===== src/sctab_pkg.sv =====
// sctab_pkg: shared types and constants for the sorted code table search block.
// Holds the command word passed from front to back, config view and state codes.
// No dependencies.
package sctab_pkg;

    localparam int MAX_ADDR_W = 16;
    localparam int MAX_CNT_W  = 17;
    localparam int SLOT_W     = 10;
    localparam int CODE_W     = 32;
    localparam int GLYPH_W    = 10;
    localparam int USED_W     = 11;
    localparam int CFG_IDX_W  = 2;

    localparam logic [CFG_IDX_W-1:0] CFG_USED_COUNT    = 2'd0;
    localparam logic [CFG_IDX_W-1:0] CFG_DEFAULT_GLYPH = 2'd1;

    typedef enum logic {
        OP_LOAD   = 1'b0,
        OP_LOOKUP = 1'b1
    } t_sctab_op;

    typedef enum logic [1:0] {
        ST_IDLE,
        ST_PROBE,
        ST_CMP,
        ST_DONE
    } t_sctab_state;

    typedef struct packed {
        t_sctab_op               op;
        logic                    wr_en;
        logic [MAX_ADDR_W-1:0]   addr;
        logic [CODE_W-1:0]       code;
    } t_sctab_cmd;

    typedef struct packed {
        logic [MAX_CNT_W-1:0]    count;
        logic [GLYPH_W-1:0]      dflt;
    } t_sctab_cfg;

endpackage


===== src/sctab_queue.sv =====
// sctab_queue: two-entry command queue between front and back.
// Depends on sctab_pkg.
module sctab_queue
    import sctab_pkg::*;
(
    input  logic        i_clk,
    input  logic        i_rst_n,
    input  logic        i_push,
    input  t_sctab_cmd  i_cmd,
    input  logic        i_pop,
    output t_sctab_cmd  o_cmd,
    output logic        o_full,
    output logic        o_empty
);

    t_sctab_cmd  r_mem [2];
    logic        r_wptr;
    logic        r_rptr;
    logic [1:0]  r_count;
    logic        n_wptr;
    logic        n_rptr;
    logic [1:0]  n_count;

    assign o_full  = (r_count == 2'd2);
    assign o_empty = (r_count == 2'd0);
    assign o_cmd   = r_mem[r_rptr];

    always_comb begin
        n_wptr  = r_wptr;
        n_rptr  = r_rptr;
        n_count = r_count;
        if (i_push) begin
            n_wptr = !r_wptr;
        end
        if (i_pop) begin
            n_rptr = !r_rptr;
        end
        case ({i_push, i_pop})
            2'b10:   n_count = r_count + 2'd1;
            2'b01:   n_count = r_count - 2'd1;
            default: n_count = r_count;
        endcase
    end

    always_ff @(posedge i_clk) begin
        if (!i_rst_n) begin
            r_wptr  <= 1'b0;
            r_rptr  <= 1'b0;
            r_count <= '0;
        end else begin
            r_wptr  <= n_wptr;
            r_rptr  <= n_rptr;
            r_count <= n_count;
        end
    end

    always_ff @(posedge i_clk) begin
        if (i_push) begin
            r_mem[r_wptr] <= i_cmd;
        end
    end

endmodule


===== config.mk =====
export PLATFORM = sky130hd
export DESIGN_NAME = sctab_queue
export DESIGN_NICKNAME = d
export VERILOG_FILES = /design/src/sctab_pkg.sv /design/src/sctab_queue.sv
export SDC_FILE = /design/constraint.sdc
export NUM_CORES = 1
export LEC_CHECK = 0
export ABC_CLOCK_PERIOD_IN_PS = 3800
export BUFFER_PORTS_ARGS = -buffer_cell sky130_fd_sc_hd__buf_2
export CAP_MARGIN = 40
export CORE_MARGIN = 4
export CORE_UTILIZATION = 43
export DETAILED_ROUTE_END_ITERATION = 7
export PLACE_DENSITY = 0.67
export SKIP_CTS_REPAIR_TIMING = 1
export SLEW_MARGIN = 10
export SYNTH_ARGS = -nofsm -noshare
export SYNTH_HDL_FRONTEND = slang
export SYNTH_SLANG_ARGS = --single-unit

===== constraint.sdc =====
create_clock -name i_clk -period 3.8 [get_ports i_clk]
set_input_delay 0.38 -clock i_clk [delete_from_list [all_inputs] [get_ports i_clk]]
set_output_delay 0.38 -clock i_clk [all_outputs]
set_load 0.005 [all_outputs]

# --- Word-level counts from Yosys, hierarchy flattened ---
# Memories as Yosys holds them, arrays and structs flattened. A register that Yosys moved wholly into a read port is not among the register bits.
# Index checks and enable logic that the tools add are counted.
totals:
  register_bits: 4
  ramBits: 100
  inputBits: 54
  out_inout_bits: 52
  mem_count: 1
memory_table:
  columns: ["name", "depth", "word_bits", "rd", "rd_clocked_by_memory_dff", "wr", "line_no", "rtl"]
  rows:
  - ["r_mem", 2, 50, 1, 1, 1, "sctab_queue.sv:16", "t_sctab_cmd r_mem [2];"]
classes:
  n_addsub: 2
  n_eq_ne: 3
  n_mux: 5
  n_reduce_logical: 4
op_table:
  columns: ["op", "n"]
  rows:
  - ["== test 2 bit (second input constant)", 2]
  - ["two-way mux 1 bit", 4]
  - ["one-hot mux 2 bit (2 select lines)", 1]
  - ["adder 2 x 1 -> 2 bit (second input constant)", 1]
  - ["== test 2 x 1 -> 1 bit (second input constant)", 1]
  - ["logical NOT 1 bit", 2]
  - ["logical NOT 2 bit", 1]
  - ["nonzero test 2 bit", 1]
  - ["subtractor 2 x 1 -> 2 bit (second input constant)", 1]

# --- Depth between registers and ports, before layout ---
# Gate-level depths: netlist of the first run.
logic_depth:
  word_depth: 3
  depth_mapped: 5

# --- Worst setup path before layout of the first run ---
# No wires, ideal clock.
synth_path:
  kind: "input-to-reg"
  start: "input port i_push"
  end: "memory r_mem[0][0] (netlist name), enable pin"
  t_arrival_ns: 2.568
  t_required_ns: 3.340
  slack_ns: 0.772
  path_stages: 2
  path_buffers: 0
  path_cell_list: "inv_1 > nor2_1"
synth_via:
  elab_chain_cells: 2
synth_rtl:
  columns: ["item", "line_no", "rtl"]
  rows:
  - ["from (decl)", "sctab_queue.sv:8", "input logic i_push,"]
  - ["two-way mux 1 bit", "sctab_queue.sv:58", "if (i_push) begin"]
  - ["two-way mux 1 bit (implied by the code)", "sctab_queue.sv:59", "r_mem[r_wptr] <= i_cmd;"]
  - ["to (decl)", "sctab_queue.sv:16", null]
# Every way passes these cells.

==> results of run 1 <==
-- final cells by class --
| cell class | count | area, µm² | area share, % |
|---|---|---|---|
| flip-flops and latches | 105 | 3100 | 66.0 |
| repair buffers | 110 | 596 | 12.7 |
| well taps | 108 | 135 | 2.87 |
| clock inverters | 5 | 57.6 | 1.22 |
| clock buffers | 9 | 124 | 2.63 |
| inverters | 1 | 3.75 | 0.0798 |
| multi-input cells | 66 | 684 | 14.5 |
-- metal layers --
metal / GRT usage (%) / vias to the layer above
met5: 0 / -
met4: 5.45 / 0
met3: 3.41 / 10
met2: 19.8 / 74
met1: 16.0 / 925
li1: - / 920
-- state kept, by name, summed over array words and instances (netlist names), named ones only --
| name | flops |
|---|---|
| r_mem | 100 |
| r_count | 2 |
| r_rptr | 1 |
| r_wptr | 1 |
-- logic make-up (layout without fill, tap and decap cells) --
group	after synthesis	after routing	synth area share, %
AO/OA/AOI/OAI	3	3	0.525
flip-flops	105	105	81.4
buffers and inverters	7	125	0.853
adder cells (fa/ha/maj)	1	1	0.328
AND/OR/NAND/NOR	9	9	1.41
multiplexers	50	50	14.8
XOR/XNOR	3	3	0.690
-- critical path, cell delays in order, from the launching register on --
cell	delay, ns
dfxtp_2	0.60
buf_16	0.23
buf_4	0.25
mux2_2	0.36
buf_2	0.13
-- power by group through the flow --
stage	Combinational [W]	Clock (W)	Sequential, W
floorplan	0.000127	0	0.00137
global route	0.000259	0.000717	0.00136
global placement	0.000220	0	0.00139
detailed placement	0.000240	0	0.00138
finish	0.000235	0.000652	0.00136
CTS	0.000242	0.000673	0.00136
-- layout by cell type (no fill, tap or decap) --
master	count
xnor2_1	2
xor2_1	1
buf_16	1
o21a_1	1
nor2_1	1
nor2b_1	1
buf_12	1
dfxtp_1	4
a21boi_1	1
clkbuf_8	9
o21ai_0	1
clkinvlp_4	2
ha_1	1
bufinv_16	1
mux2_2	50
and2_1	3
dfxtp_2	1
and2_2	1
nor2_4	1
inv_6	1
buf_2	105
or3_1	1
edfxtp_1	100
inv_1	1
and2b_2	1
buf_4	3
clkinv_1	1
-- worst paths after layout --
| check | start | endpoint | slack [ns] | depth (start not counted) |
|---|---|---|---|---|
| worst max-delay path | flip-flop | o_cmd[23] | 1.50 | 4 |
| worst min-delay path | i_cmd[21] | r_mem[1][21]$_DFFE_PP_ | 0.21 | 1 |
| worst max register to register | r_wptr$_SDFFE_PN0P_ | r_mem[1][31]$_DFFE_PP_ | 2.16 | 3 |
| worst min register to register | r_count[1]$_SDFFE_PN0P_ | r_count[1]$_SDFFE_PN0P_ | 0.53 | 2 |
-- per-stage QoR --
| stage | power, W | hold WS (ns) | cell area [µm²] | util, % |
|---|---|---|---|---|
| 2_1_floorplan | 0.00150 | 0.466 | 3810 | - |
| 3_3_place_gp | 0.00161 | 0.492 | 4480 | 51.6 |
| 3_5_place_dp | 0.00162 | 0.509 | 4520 | 52.1 |
| 4_1_cts | 0.00227 | 0.191 | 4700 | 54.2 |
| 5_1_grt | 0.00234 | 0.178 | 4700 | 54.2 |
| 6_report | 0.00224 | 0.213 | 4700 | 54.2 |
==> flow_summary.toml, run 1 <==
[sta]
fin_crit_ns = 2.30
max_freq_ghz = 0.435
fin_skew_ns = 0.00759
worst_pin_slew_ns = 0.619
fin_crit_sh_pct = 60.4
slew_viol_final = 0
setup_viol = 0
hold_viol_final = 0
final.setup.tns_ns = 0
rsz0062_at_grt = "no"
slew_headroom_pct = 58.7
fin_ws_ns = 1.50

[global_route]
grt_max_degree = 47
overflow = 0
track_usage_pct = 12.4
grt_pass1_wl_um = 9530
first_global_vias = 1946
antenna_found_initial = 0

[synth]
ys_seq_area_share_pct = 81.4
yosysUniqueCellTypes = 17
yosysWarnings = 0
async_flop_share_pct = 0
synthFlopType = "edfxtp_1"
yosysTopAreaCell = "edfxtp_1"
ys_ff_latch = 105
synth_most_common_cell = "edfxtp_1"
synthTopCellsByArea = "edfxtp_1 (79%), mux2_2 (15%), dfxtp_1 (2.6%), and2_1 (0.66%), buf_2 (0.66%)"
synth_top_area_share_pct = 78.8
syn_area_um2 = 3810
synth_nets = 233
syn_area_per_cell_um2 = 21.4
synth_edf_count = 100
synthCells = 178
synthTopCellsByCount = "edfxtp_1 (100), mux2_2 (50), buf_2 (5), dfxtp_1 (5), and2_1 (4)"

[clocking]
htreeDepth = 3
cts_buffers = 9
path_clk_slew_ns = 0.10
clock_latency_ns = 0.35
cts_root_buffer = "clkbuf_8"
cts_tree = "done"
cts_buffer_depth = 2
cts.sinks = 105

[detailed_routing]
drt_iter0_drc = 43
drt-pass1-iter-count = 4
wl_met3_um = 467
top_layer_used = "met4"
drt.antenna.violating_nets = 0
drt_wl_total_um = 6510
viasPerCell = 4.77
wire_per_inst_um = 16.1
remaining_drc_errors = 0
vias = 1929
route.met2.wl_um = 3150
met1Wirelength_um = 2810

[layout]
stdcell_count = 404
drive_gt1_share_pct = 59.8
fin_nets = 348
syn_to_final_growth_pct = 23.4
fillers = 721
diodes = 0

[hold_path]
hold_path_class = "in -> reg"

[placement]
dp_worst_setup_slack_ns = 1.83
dpl.hpwl_um = 4390
placed_cells = 390
gp_congestion = 0.699
port_buffers = 105

[power]
seq_power_share_pct = 60.5
switching_share_pct = 21.4
power_frac_clock_pct = 29.1
ir_drop_mv = 0.208
p_leak_nw = 1.76
p_comb_share_pct = 10.5
p_int_w = 0.00176
power_density_nw_per_um2 = 477
p_sw_w = 0.000481

[worst_setup_path]
start_kind = "flip-flop"
cp_max_fo = 22
worstPathRequired_ns = 3.42
cp.arrival_ns = 1.92
worstSetupPathType = "reg -> out"
crit_path_end_kind = "primary output"

[floorplan]
core_area_um2 = 8680
io_pins = 106
initial_core_util_pct = 43.9
rows = 34
die_area_um2 = 10400
die_h_um = 102
dieWidth_um = 102

[outcome]
outcome = "finished, final reports clean"

[run]
maxCapViolations = 0
(Power assumes the default switching activity.)
==> run 2: changes to the inputs <==
ABC_AREA = 1   (was unset)
ABC_CLOCK_PERIOD_IN_PS = 1950   (was 3800)
PLACE_DENSITY = 0.69   (was 0.67)
clock period = 1.95 ns   (was 3.8 ns; I/O delays follow)
==> run 2 against run 1 <==
  * Critical path depth fell by 1
  * Flip-flop and latch count is the same
  * Worst hold slack worse by 0.19 ns
  * Core utilization grew 2.0 points
  * Combinational power rose by 130%
  * Worst setup slack worse by 1.2 ns
  * First-iteration DRC count rose by 9.3%
  * Largest power group unchanged
==> flow_summary.toml, run 2 <==
[worst_setup_path]
worstPathRequired_ns = 1.75
start_kind = "flip-flop"
r2r_end = "r_mem[1][48]$_DFFE_PP_"
rrSetupSlack_ns = 0.67
cp.arrival_ns = 1.44
worstSetupPathType = "reg -> out"
reg2reg_depth = 3
cp_max_fo = 26
crit_path_end_kind = "primary output"
rr_startpoint = "r_wptr$_SDFFE_PN0P_"

[sta]
worst_pin_slew_ns = 0.432
setup_viol = 0
fin_hold_ws_ns = 0.0218
slew_headroom_pct = 71.1
fin_crit_ns = 1.63
final.setup.tns_ns = 0
fin_crit_sh_pct = 83.7
rsz0062_at_grt = "no"
hold_viol_final = 0
fin_ws_ns = 0.317
max_freq_ghz = 0.612
fin_skew_ns = 0.00493
slew_viol_final = 0

[synth]
synthCells = 191
yosysWarnings = 0
ys_seq_area_share_pct = 75.8
synthFlopType = "edfxtp_1"
synth_top_area_share_pct = 73.4
synthTopCellsByArea = "edfxtp_1 (73%), mux2_4 (18%), buf_12 (2.4%), dfxtp_1 (2.4%), nor2_1 (1.1%)"
ys_ff_latch = 105
synth_most_common_cell = "edfxtp_1"
synth_edf_count = 100
yosysTopAreaCell = "edfxtp_1"
synthTopCellsByCount = "edfxtp_1 (100), mux2_4 (50), nor2_1 (12), nand2_1 (8), inv_1 (6)"
synth_nets = 246
async_flop_share_pct = 0
yosysUniqueCellTypes = 12
syn_area_um2 = 4090
syn_area_per_cell_um2 = 21.4

[hold_path]
hold_start = "i_cmd[8]"
holdPathEnd = "r_mem[1][8]$_DFFE_PP_"
whs_path_depth = 1
hold_path_class = "in -> reg"

[floorplan]
core_area_um2 = 9240
die_h_um = 106
dieWidth_um = 106
initial_core_util_pct = 44.3
die_area_um2 = 11100
io_pins = 106
rows = 35

[layout]
stdcell_count = 462
fin_nets = 383
multi_input_area_um2 = 862
syn_to_final_growth_pct = 26.9
largest_reg_flops = 100
largest_register = "r_mem"
layout_common_cells = "buf_2 (105), edfxtp_1 (100), mux2_4 (50)"
ff_latch_area_um2 = 3110
biggestRegsByFlops = "r_mem: 100 flops, r_count: 2 flops"
diodes = 0
drive_gt1_share_pct = 54.1
fillers = 782
mostFrequentLayoutCell = "buf_2"

[global_route]
antenna_found_initial = 1
overflow = 0
first_global_vias = 2124
grt_pass1_wl_um = 10100
grt_max_degree = 32
track_usage_pct = 11.9

[detailed_routing]
wl_met3_um = 492
top_layer_used = "met5"
remaining_drc_errors = 0
route.met2.wl_um = 3480
wire_per_inst_um = 14.4
met1Wirelength_um = 2560
viasPerCell = 4.45
drt-pass1-iter-count = 4
drt_iter0_drc = 47
vias = 2056
drt.antenna.violating_nets = 0
drt_wl_total_um = 6650

[power]
ir_drop_mv = 0.438
p_leak_nw = 2.10
p_total_w = 0.00453
power_density_nw_per_um2 = 873

[placement]
port_buffers = 105
gp_congestion = 0.677
dp_worst_setup_slack_ns = 0.651
dpl.hpwl_um = 4490
placed_cells = 425

[clocking]
cts_buffer_depth = 2
cts_tree = "done"
htreeDepth = 3
path_clk_slew_ns = 0.10
cts.sinks = 105
cts_root_buffer = "clkbuf_8"
cts_buffers = 9
clock_latency_ns = 0.35

[outcome]
outcome = "finished, final reports clean"

[run]
maxCapViolations = 0
## run 2: final cells by class
type	count	share of cell area, %
flip-flops and latches	105	59.8
multi-input cells	74	16.6
repair buffers	132	16.0
well taps	129	3.11
clock buffers	9	2.39
clock inverters	7	1.61
inverters	6	0.434
## run 2: kinds of logic after synthesis
logic type               count (synthesis)  synth area share (%)
AO/OA/AOI/OAI                            2                 0.244
adder cells (fa/ha/maj)                  1                 0.306
AND/OR/NAND/NOR                         21                  1.99
buffers and inverters                   12                  3.27
flip-flops                             105                  75.8
multiplexers                            50                  18.3
## run 2: how the worst max path moves through the flow
| stage | endpoint | slack [ns] | cells past startpoint |
|---|---|---|---|
| 5_1_grt | o_cmd[13] | 0.27 | 3 |
| 6_report | o_cmd[13] | 0.32 | 3 |
| 2_1_floorplan | r_mem[1][0]$_DFFE_PP_ | 0.11 | 2 |
| 3_5_place_dp | r_mem[0][17]$_DFFE_PP_ | 0.65 | 4 |
| 4_1_cts | o_cmd[14] | 0.29 | 3 |
| 3_3_place_gp | r_mem[1][10]$_DFFE_PP_ | 0.65 | 3 |
## run 2: metrics by stage
| stage | util [%] | cell area (µm²) |
|---|---|---|
| finish | 56.2 | 5190 |
| global route | 56.2 | 5190 |
| CTS | 53.9 | 4980 |
| detailed placement | 51.7 | 4770 |
| global placement | 51.7 | 4770 |
| floorplan | - | 4100 |
## run 2: routing by layer
layer | GRT usage (%) | vias up
met2 | 20.9 | 67
met3 | 4.41 | 13
met4 | 5.55 | 2
met5 | 0 | -
met1 | 12.7 | 976
li1 | - | 998
## run 2: report_power, final
part | total (W) | switching [W] | internal (W)
Combinational | 0.000532 | 0.000221 | 0.000311
Sequential | 0.00264 | 0.0000368 | 0.00260
Clock | 0.00136 | 0.000740 | 0.000621
Total | 0.00453 | 0.000997 | 0.00353
## run 2: critical path: stages (launching register included)
cell and delay, ns:
dfxtp_4 0.38, buf_12 0.23, mux2_4 0.33, buf_2 0.13
==> run 3: changes to the inputs <==
ABC_AREA = 0   (was 1)
ABC_CLOCK_PERIOD_IN_PS = 1700   (was 1950)
PLACE_DENSITY = 0.67   (was 0.69)
clock period = 1.7 ns   (was 1.95 ns; I/O delays follow)
==> run 3 against run 2 <==
  * Worst setup slack lost 0.23 ns
  * Clock-buffer cell count grew 1
  * Largest power group unchanged
  * Total power grew 12%
  * Worst hold slack lost 0.0043 ns
  * Highest routed layer is now met4
  * Largest cell class unchanged
  * Die area shrank 6.3%
  * Global-route usage grew 0.79 points
  * Sequential share of layout area grew 0.68 points
  * Register-to-register slack lost 0.27 ns
==> flow_summary.toml, run 3 (synthesis results as in run 1) <==
[global_route]
antenna_found_initial = 0
grt_max_degree = 36
grt_pass1_wl_um = 9970
first_global_vias = 2041
track_usage_pct = 12.7
overflow = 0

[clocking]
cts_root_buffer = "clkbuf_8"
clock_latency_ns = 0.34
cts.sinks = 105
cts_tree = "done"
path_clk_slew_ns = 0.09
htreeDepth = 3
cts_buffers = 9
cts_buffer_depth = 2

[power]
ir_drop_mv = 0.475
p_leak_nw = 1.93
power_density_nw_per_um2 = 990
p_total_w = 0.00508

[worst_setup_path]
slowest_stage = "mux2_2"
crit_path_end_kind = "primary output"
start_kind = "flip-flop"
worstSetupPathType = "reg -> out"
max_stage_delay_ns = 0.38
worstPathRequired_ns = 1.53
cp_max_fo = 35
cp.arrival_ns = 1.44
cp_cell_sequence = "buf_12 > mux2_2 > buf_2"

[placement]
port_buffers = 105
gp_congestion = 0.688
dpl.hpwl_um = 4430

[sta]
rsz0062_at_grt = "no"
worst_pin_slew_ns = 0.401
slew_viol_final = 0
max_freq_ghz = 0.620
slew_headroom_pct = 73.3
hold_viol_final = 0
final.setup.tns_ns = 0
fin_crit_sh_pct = 94.9
fin_crit_ns = 1.61
setup_viol = 0
fin_skew_ns = 0.00850

[floorplan]
initial_core_util_pct = 43.9
core_area_um2 = 8680
rows = 34
die_area_um2 = 10400
dieWidth_um = 102
io_pins = 106
die_h_um = 102

[layout]
layout_common_cells = "buf_2 (105), edfxtp_1 (100), mux2_2 (50)"
final_util_pct = 59.1
diodes = 0
syn_to_final_growth_pct = 34.6
largest_register = "r_mem"
mostFrequentLayoutCell = "buf_2"
largest_reg_flops = 100
fin_nets = 390
biggestRegsByFlops = "r_mem: 100 flops, r_count: 2 flops"
drive_gt1_share_pct = 52.7

[outcome]
outcome = "finished, final reports clean"

[detailed_routing]
drt.antenna.violating_nets = 0
drt_iter0_drc = 62
drt-pass1-iter-count = 4
remaining_drc_errors = 0
viasPerCell = 4.67
vias = 2085
drt_wl_total_um = 6770
wire_per_inst_um = 15.2

[run]
maxCapViolations = 0

[hold_path]
hold_path_class = "in -> reg"
-- run 3: layer usage --
metal	vias to the layer above	global-route usage, %	wire [µm]
li1	1001	-	-
met1	1007	16.3	2920
met2	69	20.2	3350
met3	8	3.75	407
met4	0	5.45	94
met5	-	0	0
-- run 3: path summary, 6_finish.rpt --
path / start / end / slack (ns) / depth (start not counted)
min: i_cmd[31] / r_mem[0][31]$_DFFE_PP_ / 0.02 / 1
max reg2reg: r_wptr$_SDFFE_PN0P_ / r_mem[1][41]$_DFFE_PP_ / 0.40 / 2
min reg2reg: r_count[1]$_SDFFE_PN0P_ / r_count[1]$_SDFFE_PN0P_ / 0.52 / 2
max: flip-flop / o_cmd[36] / 0.09 / 3
-- run 3: metrics by stage --
stage	setup WS [ns]	instance area, µm²	cells	hold slack [ns]
2_1_floorplan	0.197	3820	178	0.269
6_report	0.0875	5130	446	0.0174
3_5_place_dp	0.374	4540	391	0.362
3_3_place_gp	0.386	4540	391	0.358
5_1_grt	0.0227	5130	446	-0.0000599
4_1_cts	0.0700	4720	405	-0.0155
-- run 3: final cells by class --
type                       instances  area, µm²
tap                              108        135
timing repair buffer             152       1020
sequential                       105       3100
fill                             686       3550
inverter                           1       3.75
multi-input combinational         66        684
clock inverter                     4       55.1
clock buffer                      10        128
-- run 3: critical path, delay by kind of cell (launching register included) --
family	cells	cell delay (ns)
mux	1	0.38
buf+inv	2	0.36
flops	1	0.36
-- run 3: where the power goes --
part	internal (W)	switching [W]	leakage [nW]	total [W]
registers	0.00298	0.0000376	0.980	0.00302
logic	0.000356	0.000263	0.866	0.000619
clock network	0.000674	0.000766	0.0888	0.00144
