==> src/sctab_pkg.sv <==
// sctab_pkg: shared types and constants for the sorted code table search block.
// Holds the command word passed from front to back, config view and state codes.
// No dependencies.
package sctab_pkg;

    localparam int MAX_ADDR_W = 16;
    localparam int MAX_CNT_W  = 17;
    localparam int SLOT_W     = 10;
    localparam int CODE_W     = 32;
    localparam int GLYPH_W    = 10;
    localparam int USED_W     = 11;
    localparam int CFG_IDX_W  = 2;

    localparam logic [CFG_IDX_W-1:0] CFG_USED_COUNT    = 2'd0;
    localparam logic [CFG_IDX_W-1:0] CFG_DEFAULT_GLYPH = 2'd1;

    typedef enum logic {
        OP_LOAD   = 1'b0,
        OP_LOOKUP = 1'b1
    } t_sctab_op;

    typedef enum logic [1:0] {
        ST_IDLE,
        ST_PROBE,
        ST_CMP,
        ST_DONE
    } t_sctab_state;

    typedef struct packed {
        t_sctab_op               op;
        logic                    wr_en;
        logic [MAX_ADDR_W-1:0]   addr;
        logic [CODE_W-1:0]       code;
    } t_sctab_cmd;

    typedef struct packed {
        logic [MAX_CNT_W-1:0]    count;
        logic [GLYPH_W-1:0]      dflt;
    } t_sctab_cfg;

endpackage

==> src/sctab_front.sv <==
// sctab_front: input word acceptance, load/lookup classification and config registers.
// Produces command words for the queue and the saturated search count.
// Depends on sctab_pkg.
module sctab_front
    import sctab_pkg::*;
#(
    parameter int TABLE_ENTRIES = 1024
) (
    input  logic                  i_clk,
    input  logic                  i_rst_n,
    input  logic                  i_valid,
    output logic                  o_ready,
    input  logic                  i_kind,
    input  logic [SLOT_W-1:0]     i_slot,
    input  logic [CODE_W-1:0]     i_code,
    input  logic                  i_cfg_valid,
    output logic                  o_cfg_ready,
    input  logic [CFG_IDX_W-1:0]  i_cfg_index,
    input  logic [USED_W-1:0]     i_cfg_data,
    input  logic                  i_q_full,
    output logic                  o_push,
    output t_sctab_cmd            o_cmd,
    output t_sctab_cfg            o_cfg
);

    logic [USED_W-1:0]  r_used_count;
    logic [GLYPH_W-1:0] r_default_glyph;
    logic [USED_W-1:0]  n_used_count;
    logic [GLYPH_W-1:0] n_default_glyph;

    assign o_cfg_ready = 1'b1;
    assign o_ready     = !i_q_full;
    assign o_push      = i_valid && !i_q_full;

    always_comb begin
        n_used_count    = r_used_count;
        n_default_glyph = r_default_glyph;
        if (i_cfg_valid) begin
            unique case (i_cfg_index)
                CFG_USED_COUNT:    n_used_count    = i_cfg_data;
                CFG_DEFAULT_GLYPH: n_default_glyph = i_cfg_data[GLYPH_W-1:0];
                default: ;
            endcase
        end
    end

    always_ff @(posedge i_clk) begin
        if (!i_rst_n) begin
            r_used_count    <= '0;
            r_default_glyph <= '0;
        end else begin
            r_used_count    <= n_used_count;
            r_default_glyph <= n_default_glyph;
        end
    end

    always_comb begin
        o_cmd.op    = t_sctab_op'(i_kind);
        o_cmd.wr_en = (32'(i_slot) < 32'(TABLE_ENTRIES));
        o_cmd.addr  = MAX_ADDR_W'(i_slot);
        o_cmd.code  = i_code;
    end

    // count saturates at table depth
    always_comb begin
        if (32'(r_used_count) > 32'(TABLE_ENTRIES)) begin
            o_cfg.count = MAX_CNT_W'(TABLE_ENTRIES);
        end else begin
            o_cfg.count = MAX_CNT_W'(r_used_count);
        end
        o_cfg.dflt = r_default_glyph;
    end

endmodule

==> config.mk <==
export PLATFORM = sky130hd
export DESIGN_NAME = sctab_front
export DESIGN_NICKNAME = d
export VERILOG_FILES = /design/src/sctab_pkg.sv /design/src/sctab_front.sv
export SDC_FILE = /design/constraint.sdc
export NUM_CORES = 1
export LEC_CHECK = 0
export ABC_AREA = 1
export BUFFER_PORTS_ARGS = -buffer_cell sky130_fd_sc_hd__buf_2
export CORE_ASPECT_RATIO = 1.1
export CORE_UTILIZATION = 36
export CTS_BUF_LIST = sky130_fd_sc_hd__clkbuf_4
export CTS_CLUSTER_SIZE = 30
export DETAILED_ROUTE_END_ITERATION = 7
export PLACE_DENSITY = 0.81
export SLEW_MARGIN = 20
export SYNTH_ARGS = -nofsm -noshare
export SYNTH_HDL_FRONTEND = slang
export SYNTH_SLANG_ARGS = --single-unit
==> constraint.sdc <==
create_clock -name i_clk -period 1.1 [get_ports i_clk]
set_clock_uncertainty 0.2 [all_clocks]
set_input_delay 0.165 -clock i_clk [delete_from_list [all_inputs] [get_ports i_clk]]
set_output_delay 0.165 -clock i_clk [all_outputs]
set_load 0.02 [all_outputs]
======== After elaboration in Yosys (flattened, before gate mapping) ========
Cells that the tools add are included.
operators by class
  order comparisons ....................... 1
  equality and inequality tests ........... 1
  mux-type cells .......................... 1
  reductions and logical operators ........ 5
operators by type and width
  cell                    count
  $gt A11 B11 Y1 const B  1
  $mux W11                1
  $reduce_and A2 Y1       2
  $eq A2 B1 Y1 const B    1
  $logic_not A2 Y1        1
  $logic_and A1 B1 Y1     1
  $logic_not A1 Y1        1
word-level totals
  input bits .............................. 61
  output and inout bits ................... 80
  register bits ........................... 21

======== Logic depth before layout (Yosys ltp) ========
Gate-level depths: netlist of run 1.
  depth in word-level cells ............... 2
  gate-level depth with buffers ........... 5
  gate-level depth less buffers ........... 5

======== Worst setup path after synthesis of run 1 ========
No wires, ideal clock.
  kind .................................... register to output
  from .................................... reg r_used_count[8]
  to ...................................... out o_cfg[10] (netlist name)
  cell stages (with the launch flop) ...... 6
  path slack .............................. -0.218 ns
  arrival ................................. 0.953 ns
  data required time ...................... 0.735 ns
  cell sequence ........................... dfxtp_1 > nor2_1 > nand3_1 > nor2_2 > nor2_4 > nor2_1
RTL lines
  what                    RTL line           source
  from (decl)             sctab_front.sv:26  logic [USED_W-1:0] r_used_count;
  from (signal assigned)  sctab_front.sv:52  r_used_count <= n_used_count;
  to (decl)               sctab_front.sv:23  output t_sctab_cfg o_cfg

==> results of run 1 <==
## registers in the layout, summed over array words and instances (netlist names)
signal	count
r_default_glyph	10
r_used_count	11
## cell type report
| cell class | instances | share of cell area (%) |
|---|---|---|
| multi-input cells | 90 | 29.8 |
| inverters | 14 | 3.56 |
| well taps | 48 | 4.07 |
| flip-flops and latches | 21 | 29.6 |
| clock buffers | 4 | 2.03 |
| repair buffers | 56 | 30.9 |
## worst max-delay path, cell delays in order (launching register included)
cell and delay, ns:
dfxtp_1 0.33, nor2_1 0.09, nand3_1 0.11, nor2_4 0.17, nor2_4 0.07, nor2_2 0.12
buf_6 0.12
## repair_timing
item	in CTS	in global routing
gates resized for setup	39	17
hold buffers	11	0
endpoints found under the hold margin	21	0
setup endpoints to repair	21	21
setup buffers	0	1
pin swaps	1	2
gates cloned	0	1
## synth_stat cells
| library cell | instances |
|---|---|
| buf_4 | 57 |
| nor2_1 | 36 |
| dfxtp_1 | 21 |
| o21ai_1 | 21 |
| inv_1 | 12 |
| a21oi_1 | 11 |
| buf_6 | 3 |
| conb_1 | 2 |
| inv_2 | 2 |
| nand3_1 | 2 |
| nor2_2 | 2 |
| buf_12 | 1 |
| buf_2 | 1 |
| clkbuf_1 | 1 |
| nand2_1 | 1 |
| nand2_2 | 1 |
| nor2_4 | 1 |
## layer usage
metal  vias to the layer above  global-route usage (%)
li1                        490                       -
met1                       433                    12.7
met2                        41                    22.3
met3                        18                    2.76
met4                         0                    9.01
met5                         -                       0
## per-stage QoR
stage                     hold WS (ns)  utilization [%]
after detailed placement         0.130             34.7
after global routing            0.0998             43.3
after global placement           0.130             34.7
after floorplan                 0.0999                -
final                           0.0621             43.3
after CTS                       0.0617             41.8
## cells by family after synthesis
logic type             count (synthesis)
flip-flops                            21
AND/OR/NAND/NOR                       43
buffers and inverters                 77
other                                  2
AO/OA/AOI/OAI                         32
## power breakdown
| part | total (mW) | leakage [nW] | switching (mW) | internal, mW |
|---|---|---|---|---|
| Clock | 0.381 | 0.0184 | 0.216 | 0.166 |
| Sequential | 0.827 | 0.177 | 0.0226 | 0.805 |
| Combinational | 0.425 | 0.490 | 0.244 | 0.181 |
| Total | 1.63 | 0.686 | 0.482 | 1.15 |
## how the worst min path moves through the flow
| stage | startpoint | endpoint | slack, ns |
|---|---|---|---|
| 6_report | i_rst_n | r_default_glyph[8] | 0.06 |
| 5_1_grt | i_rst_n | r_default_glyph[9] | 0.1 |
| 3_5_place_dp | i_code[0] | o_cmd[0] | 0.13 |
| 3_3_place_gp | i_code[0] | o_cmd[0] | 0.13 |
| 4_1_cts | i_rst_n | r_default_glyph[8] | 0.06 |
| 2_1_floorplan | i_cfg_data[0] | r_default_glyph[0] | 0.1 |
==> flow_metrics.env, run 1 <==
export IMPL_outcome="complete, but fails checks"
export IMPL_violations="negative setup slack"
export IMPL_top_layer_used="met4"
export IMPL_top_level_ports=141
export IMPL_cts_root_buf="clkbuf_4"
export IMPL_layout_common_cells="25 x nor2_1, 21 x o21ai_1, 19 x buf_2, 15 x buf_6, 14 x conb_1"
export IMPL_cp_max_fo=5
export IMPL_hold_viol=0
export IMPL_yosys_warnings=0
export IMPL_grtUsageTotal_pct=12.6
export IMPL_grt_antenna_before_repair=0
export IMPL_synth_area_leaders="buf_4 33%, dfxtp_1 32%, nor2_1 10%"
export IMPL_timing_rr_end="r_used_count[7]"
export IMPL_criticalPathCategory="flop to primary output"
export IMPL_place_hpwl_um=1760
export IMPL_dr_pass1_iters=4
export IMPL_postPlaceCellArea_mm2=0.00118
export IMPL_dr_wl_met2_um=1260
export IMPL_critPathLaunch="r_used_count[8]"
export IMPL_synth_compound_area_share_pct=12.2
export IMPL_layoutNonFillerInstCount=233
export IMPL_maxCapViolCount=0
export IMPL_met3_length_um=205
export IMPL_p_leak_nw=0.686
export IMPL_die_y_um=65.3
export IMPL_setup_violations=21
export IMPL_min_path_cells=3
export IMPL_hp_class="input pin to flop"
export IMPL_postLayoutCellArea_mm2=0.00148
export IMPL_ir_worst_vdd_mv=0.443
export IMPL_power_mw=1.63
export IMPL_multi_input_area_um2=440
export IMPL_drc=0
export IMPL_floorplan_initialDensity_pct=38.4
export IMPL_fillers=378
export IMPL_fp_coreArea_mm2=0.00341
export IMPL_areaGrowthSynthToFinish_pct=12.7
export IMPL_fin_crit_sh_pct=152
export IMPL_htreeDepth=1
export IMPL_critPathCaptureType="primary output"
export IMPL_clkLatencyLatePin_ns=0.29
export IMPL_r2r_setup_slack_ns=0.23
export IMPL_r2r_cells=3
export IMPL_regArea_um2=437
export IMPL_num_antenna_cells=0
export IMPL_cp_arrival_ns=1.30
export IMPL_clk_pin_slew_worst_paths_ns=0.11
export IMPL_viasPerCell=4.21
export IMPL_cts_sinks=21
export IMPL_m1WireLength_um=923
export IMPL_synth_simple_area_share_pct=13.7
export IMPL_synth_fa_ha_area_share_pct=0
export IMPL_grt_max_degree=23
export IMPL_synth_top_family_by_area="buffers and inverters"
export IMPL_drt_total_wl_um=2490
export IMPL_clk_path_buf_depth=2
export IMPL_overflow=0
export IMPL_layout_commonest_cell="nor2_1"
export IMPL_num_vias=982
export IMPL_setup_tns_ns=-5.55
export IMPL_synth_top_area_share_pct=32.7
export IMPL_drive_gt1_share_pct=44.3
export IMPL_startpoint_type="flop"
export IMPL_die_width_um=59.5
export IMPL_synthMuxAreaShare_pct=0
export IMPL_synth_xor_area_share_pct=0
export IMPL_critPathCapture="o_cfg[15]"
export IMPL_cts_buffers=3
export IMPL_required_ns=0.73
export IMPL_pre_cts_ws_ns=-0.261
export IMPL_fmax_mhz=599
export IMPL_drt_iter0_markers=18
export IMPL_power_density_mw_per_mm2=1110
export IMPL_setup_ws_ns=-0.569
export IMPL_layout_nets=247
export IMPL_detail_route_antenna_nets=0
export IMPL_grt_pass1_wl_um=3770
export IMPL_port_buffers=40
export IMPL_rows=22
export IMPL_period_needed_ns=1.67
export IMPL_yosys_area_top_type="buf_4"
export IMPL_rsz0062_at_grt="yes"
export IMPL_wl_per_cell_um=10.7
export IMPL_ys_types=17
export IMPL_gp_congestion=0.713
export IMPL_ys_ff_latch=21
export IMPL_seq_area_frac_synth_pct=32.1
export IMPL_synth_avg_cell_area_um2=7.49
export IMPL_dieArea_mm2=0.00388
export IMPL_drv_slew=0
export IMPL_place_inst=217
export IMPL_netlist_area_mm2=0.00131
export IMPL_crit_reg2reg_launch="r_used_count[7]"
export IMPL_cts_tree="yes"
export IMPL_grt_pass1_vias=905
export IMPL_synthCells=175
No activity file was read; power rests on OpenSTA's default activity.
==> inputs of run 2 (changes only) <==
REMOVE_ABC_BUFFERS = 1   (was default)
==> run 2 against run 1 <==
Net effect: the flow still finishes with violations (negative setup slack); clock power decreased by 6.8%; setup slack worse by 0.023 ns; global-route usage up 14 points; cell area down 0.51%; wire length rose by 100%; register-to-register slack better by 0.02 ns; die area stayed put; final cell count unchanged; non-clock buffer count increased by 1; critical endpoint is now o_cfg[11]; largest power group unchanged.
==> flow_metrics.env, run 2 (synthesis results as in run 1) <==
export IMPL_crit_reg2reg_launch="r_used_count[6]"
export IMPL_critPathLaunch="r_used_count[5]"
export IMPL_setup_violations=21
export IMPL_ir_worst_vdd_mv=0.457
export IMPL_clk_pin_slew_worst_paths_ns=0.11
export IMPL_drc=0
export IMPL_grtUsageTotal_pct=26.6
export IMPL_cp_buffers_inverters=1
export IMPL_slowest_stage="dfxtp_2"
export IMPL_violations="negative setup slack"
export IMPL_power_density_mw_per_mm2=1090
export IMPL_setup_tns_ns=-5.76
export IMPL_rsz0062_at_grt="yes"
export IMPL_top_level_ports=141
export IMPL_hold_viol=0
export IMPL_cts_tree="yes"
export IMPL_fp_coreArea_mm2=0.00341
export IMPL_grt_max_degree=23
export IMPL_dr_pass1_iters=3
export IMPL_clk_path_buf_depth=2
export IMPL_drive_gt1_share_pct=41.1
export IMPL_num_antenna_cells=0
export IMPL_fillers=356
export IMPL_crit_family="simple AND/OR/NAND/NOR gates"
export IMPL_r2r_cells=3
export IMPL_drv_slew=0
export IMPL_cts_setup_buffers=0
export IMPL_critPathCapture="o_cfg[11]"
export IMPL_critPathCaptureType="primary output"
export IMPL_clkLatencyLatePin_ns=0.29
export IMPL_num_vias=987
export IMPL_port_buffers=40
export IMPL_hp_class="input pin to flop"
export IMPL_grt_antenna_before_repair=0
export IMPL_grt_pass1_wl_um=6560
export IMPL_biggestRegsByFlops="r_used_count x11, r_default_glyph x10"
export IMPL_largest_register_ffs=11
export IMPL_die_width_um=59.5
export IMPL_floorplan_initialDensity_pct=38.4
export IMPL_criticalPathCategory="flop to primary output"
export IMPL_r2r_setup_slack_ns=0.25
export IMPL_viasPerCell=4.24
export IMPL_drt_total_wl_um=5070
export IMPL_die_y_um=65.3
export IMPL_dieArea_mm2=0.00388
export IMPL_startpoint_type="flop"
export IMPL_p_leak_nw=0.693
export IMPL_pre_cts_ws_ns=-0.284
export IMPL_setup_ws_ns=-0.592
export IMPL_fmax_mhz=591
export IMPL_layout_commonest_cell="nor2_1"
export IMPL_postPlaceCellArea_mm2=0.00118
export IMPL_rows=22
export IMPL_cp_depth=6
export IMPL_path_cells="nor2_2 > nand3_1 > nor2_2 > nor2_4 > nor2_1 > buf_4"
export IMPL_htreeDepth=1
export IMPL_cts_sinks=21
export IMPL_place_hpwl_um=4350
export IMPL_maxCapViolCount=0
export IMPL_detail_route_antenna_nets=0
export IMPL_gp_congestion=0.841
export IMPL_timing_rr_end="r_used_count[6]"
export IMPL_max_stage_delay_ns=0.34
export IMPL_period_needed_ns=1.69
export IMPL_cp_max_fo=9
export IMPL_layout_common_cells="30 x nor2_1, 21 x o21ai_1, 19 x buf_2, 16 x buf_6, 14 x conb_1"
export IMPL_overflow=0
export IMPL_drt_iter0_markers=15
export IMPL_outcome="complete, but fails checks"
export IMPL_max_flop_register="r_used_count"
export IMPL_cp_common_cell="nor2_2"
export IMPL_required_ns=0.73
export IMPL_layout_nets=247
export IMPL_fin_crit_sh_pct=154
export IMPL_cts_root_buf="clkbuf_4"
export IMPL_cp_arrival_ns=1.33
export IMPL_postLayoutCellArea_mm2=0.00147
export IMPL_areaGrowthSynthToFinish_pct=12.1
export IMPL_grt_pass1_vias=961
export IMPL_wl_per_cell_um=21.7
export IMPL_hold_slack_ns=0.0725
export IMPL_cts_buffers=3
[run 2: worst min-delay path by stage]
stage          slack (ns)            endpoint  cells after the start           from
4_1_cts              0.05  r_default_glyph[4]                      3        i_rst_n
3_3_place_gp         0.13            o_cmd[0]                      0      i_code[0]
3_5_place_dp         0.13            o_cmd[0]                      0      i_code[0]
5_1_grt              0.08     r_used_count[9]                      3        i_rst_n
2_1_floorplan         0.1  r_default_glyph[0]                      2  i_cfg_data[0]
6_report             0.07  r_default_glyph[7]                      3        i_rst_n
[run 2: tightest hold or removal path, stage by stage]
cell and delay, ns:
buf_2 0.21, o21ai_1 0.11, nor2_1 0.04
[run 2: per-layer routing]
| metal | vias up | track usage (%) | share of wire [%] |
|---|---|---|---|
| met2 | 87 | 52.4 | 57 |
| met3 | 2 | 24.2 | 23 |
| met1 | 406 | 15.9 | 20 |
| li1 | 492 | - | - |
| met5 | - | 0 | 0 |
| met4 | 0 | 6.98 | 0.53 |
[run 2: layout make-up]
type,instances,area [um2],share of cell area (%)
well taps,48,60.1,4.09
repair buffers,57,480,32.7
clock inverters,1,5.00,0.341
clock buffers,3,22.5,1.53
multi-input cells,89,412,28.0
flip-flops and latches,21,437,29.7
inverters,14,52.6,3.58
[run 2: what timing repair did]
item,4_1_cts,5_1_grt
hold buffers,11,0
endpoints found under the setup margin,21,21
pin swaps,4,5
hold endpoints to repair,21,0
resized for setup,44,14
[run 2: power breakdown]
part	internal, mW	total (mW)	leakage (nW)	switching, mW
logic	0.180	0.413	0.498	0.234
clock network	0.135	0.355	0.0177	0.220
registers	0.805	0.829	0.177	0.0237
total	1.12	1.60	0.693	0.477
[run 2: through the flow]
stage               util, %  cells  total power [mW]
finish                 43.0    233              1.60
global route           43.0    233              1.69
CTS                    41.9    233              1.59
detailed placement     34.6    218              1.16
global placement       34.6    218              1.16
floorplan                 -    124              1.04
==> inputs of run 3 (changes only) <==
ABC_AREA = 0   (was 1)
CORE_ASPECT_RATIO = default   (was 1.1)
==> run 3 against run 2 <==
Net effect: the run still ends with negative setup slack left; fmax increased by 19%; total power decreased by 5.6%; sequential power decreased by 2.8%; critical path type unchanged; critical endpoint is now o_cfg[13].
==> flow_metrics.env, run 3 <==
export IMPL_outcome="complete, but fails checks"
export IMPL_violations="negative setup slack"
export IMPL_cp_arrival_ns=1.06
export IMPL_detail_route_antenna_nets=0
export IMPL_synthCells=154
export IMPL_max_flop_register="r_used_count"
export IMPL_timing_rr_end="r_used_count[10]"
export IMPL_startpoint_type="flop"
export IMPL_hp_start="i_rst_n"
export IMPL_drive_gt1_share_pct=39.2
export IMPL_floorplan_initialDensity_pct=38.5
export IMPL_setup_ws_ns=-0.326
export IMPL_grt_antenna_before_repair=0
export IMPL_fillers=340
export IMPL_critPathCaptureType="primary output"
export IMPL_synth_edf_count=0
export IMPL_drt_iter0_markers=15
export IMPL_m1WireLength_um=1160
export IMPL_power_density_mw_per_mm2=995
export IMPL_pre_cts_ws_ns=-0.108
export IMPL_min_path_cells=4
export IMPL_synth_area_leaders="buf_4 33%, dfxtp_1 32%, mux2i_1 16%"
export IMPL_slowest_stage="dfxtp_2"
export IMPL_hold_viol=0
export IMPL_layout_common_cells="32 x nand2_1, 21 x mux2i_1, 20 x buf_2, 14 x conb_1"
export IMPL_cts_sinks=21
export IMPL_ys_types=12
export IMPL_fmax_mhz=701
export IMPL_biggestRegsByFlops="r_used_count x11, r_default_glyph x10"
export IMPL_netlist_area_mm2=0.00133
export IMPL_r2r_setup_slack_ns=0.20
export IMPL_drc=0
export IMPL_drt_total_wl_um=4550
export IMPL_hold_end="r_used_count[10]"
export IMPL_layout_nets=228
export IMPL_maxCapViolCount=0
export IMPL_cts_root_buf="clkbuf_4"
export IMPL_grt_pass1_vias=870
export IMPL_dr_pass1_iters=4
export IMPL_htreeDepth=1
export IMPL_met3_length_um=1330
export IMPL_fp_coreArea_mm2=0.00344
export IMPL_seq_area_frac_synth_pct=31.7
export IMPL_cts_tree="yes"
export IMPL_setup_tns_ns=-3.66
export IMPL_grtUsageTotal_pct=23.3
export IMPL_layout_commonest_cell="nand2_1"
export IMPL_wl_per_cell_um=21.5
export IMPL_synth_top_area_share_pct=32.8
export IMPL_dr_wl_met2_um=2060
export IMPL_largest_register_ffs=11
export IMPL_gp_congestion=0.702
export IMPL_top_layer_used="met3"
export IMPL_ys_ff_latch=21
export IMPL_grt_max_degree=33
export IMPL_place_hpwl_um=3820
export IMPL_num_vias=914
export IMPL_num_antenna_cells=0
export IMPL_yosys_area_top_type="buf_4"
export IMPL_regArea_um2=434
export IMPL_max_stage_delay_ns=0.36
export IMPL_period_needed_ns=1.43
export IMPL_drv_slew=0
export IMPL_rsz0062_at_grt="yes"
export IMPL_die_y_um=62.7
export IMPL_viasPerCell=4.31
export IMPL_hp_class="input pin to flop"
export IMPL_yosys_most_used_dff="dfxtp_1"
export IMPL_setup_violations=21
export IMPL_port_buffers=40
export IMPL_cts_buffers=3
export IMPL_ir_worst_vdd_mv=0.889
export IMPL_top_level_ports=141
export IMPL_grt_pass1_wl_um=6220
export IMPL_crit_reg2reg_launch="r_used_count[10]"
export IMPL_criticalPathCategory="flop to primary output"
export IMPL_clk_pin_slew_worst_paths_ns=0.12
export IMPL_cp_max_fo=3
export IMPL_overflow=0
export IMPL_yosys_warnings=0
export IMPL_synth_avg_cell_area_um2=8.61
export IMPL_die_width_um=62.7
export IMPL_multi_input_area_um2=478
export IMPL_rows=21
export IMPL_fin_crit_sh_pct=130
export IMPL_synth_common_cells="58 x buf_4, 32 x nand2_1, 21 x dfxtp_1, 21 x mux2i_1, 11 x nor2b_1"
export IMPL_synth_async_sr_flop_share_pct=0
export IMPL_path_cells="buf_6 > nor2b_1 > buf_4"
export IMPL_dieArea_mm2=0.00393
export IMPL_required_ns=0.73
export IMPL_p_leak_nw=0.758
export IMPL_areaGrowthSynthToFinish_pct=14.2
export IMPL_r2r_cells=3
export IMPL_clkLatencyLatePin_ns=0.30
export IMPL_synth_most_common_cell="buf_4"
export IMPL_clk_path_buf_depth=2
run 3: changes by cell type after synthesis, moves of 2 or more:
| cell | change |
|---|---|
| a21oi_1 | -11 |
| buf_6 | -2 |
| nor2b_1 | +11 |
| inv_2 | -2 |
| buf_2 | +2 |
| mux2i_1 | +21 |
| inv_1 | -11 |
| nor2_1 | -36 |
| nand2_1 | +31 |
| nand3_1 | -2 |
| o21ai_1 | -21 |
| nor2_2 | -2 |
run 3: kinds of logic after synthesis:
kind of cell | share of synthesized area [%]
multiplexers | 15.8
AND/OR/NAND/NOR | 16.2
buffers and inverters | 35.7
flip-flops | 31.7
other | 0.566
run 3: cell type report:
class                      count  area share [%]
timing repair buffer          60            33.9
multi-input combinational     80            31.5
clock buffer                   3            1.49
tap                           46            3.80
clock inverter                 1           0.330
sequential                    21            28.7
inverter                       1           0.248
run 3: critical path, delay by kind of cell (launching register included):
| family | cells | cell delay, ns |
|---|---|---|
| DFF | 1 | 0.36 |
| buffers and inverters | 2 | 0.28 |
| and+or+nand+nor | 1 | 0.11 |
run 3: worst max path at each step:
stage	slack, ns	to	cells past startpoint	startpoint
2_1_floorplan	-0.07	r_used_count[0]	2	i_cfg_index[0]
3_3_place_gp	-0.04	r_used_count[10]	4	i_cfg_index[0]
3_5_place_dp	-0.11	r_used_count[4]	4	i_cfg_index[0]
4_1_cts	-0.33	o_cfg[17]	3	r_used_count[10]
5_1_grt	-0.39	o_cfg[16]	3	r_used_count[10]
6_report	-0.33	o_cfg[13]	3	r_used_count[10]
run 3: layer usage:
metal / track usage, % / vias up
met3: 33.6 / 0
met2: 37.0 / 92
met4: 1.74 / 0
met1: 15.9 / 391
li1: - / 431
met5: 1.39 / -
run 3: report_power, final:
group          internal [mW]  total (mW)  switching (mW)
clock network          0.136       0.376           0.240
registers              0.790       0.806          0.0160
logic                  0.155       0.326           0.172
run 3: repair_timing:
item                                    CTS  global route
hold buffers                             11             0
resized for setup                        43             1
buffers inserted                          0             3
endpoints found under the setup margin   21            21
endpoints found under the hold margin    21             0
run 3: per-stage QoR:
| step | area, um2 | total power, mW | hold slack [ns] | std cells | util [%] |
|---|---|---|---|---|---|
| 2_1_floorplan | 902 | 0.965 | 0.107 | 102 | - |
| 3_3_place_gp | 1240 | 1.08 | 0.130 | 194 | 36.1 |
| 3_5_place_dp | 1240 | 1.08 | 0.130 | 194 | 36.1 |
| 4_1_cts | 1490 | 1.51 | 0.0657 | 209 | 43.3 |
| 5_1_grt | 1520 | 1.60 | 0.0715 | 212 | 44.0 |
| 6_report | 1520 | 1.51 | 0.0796 | 212 | 44.0 |
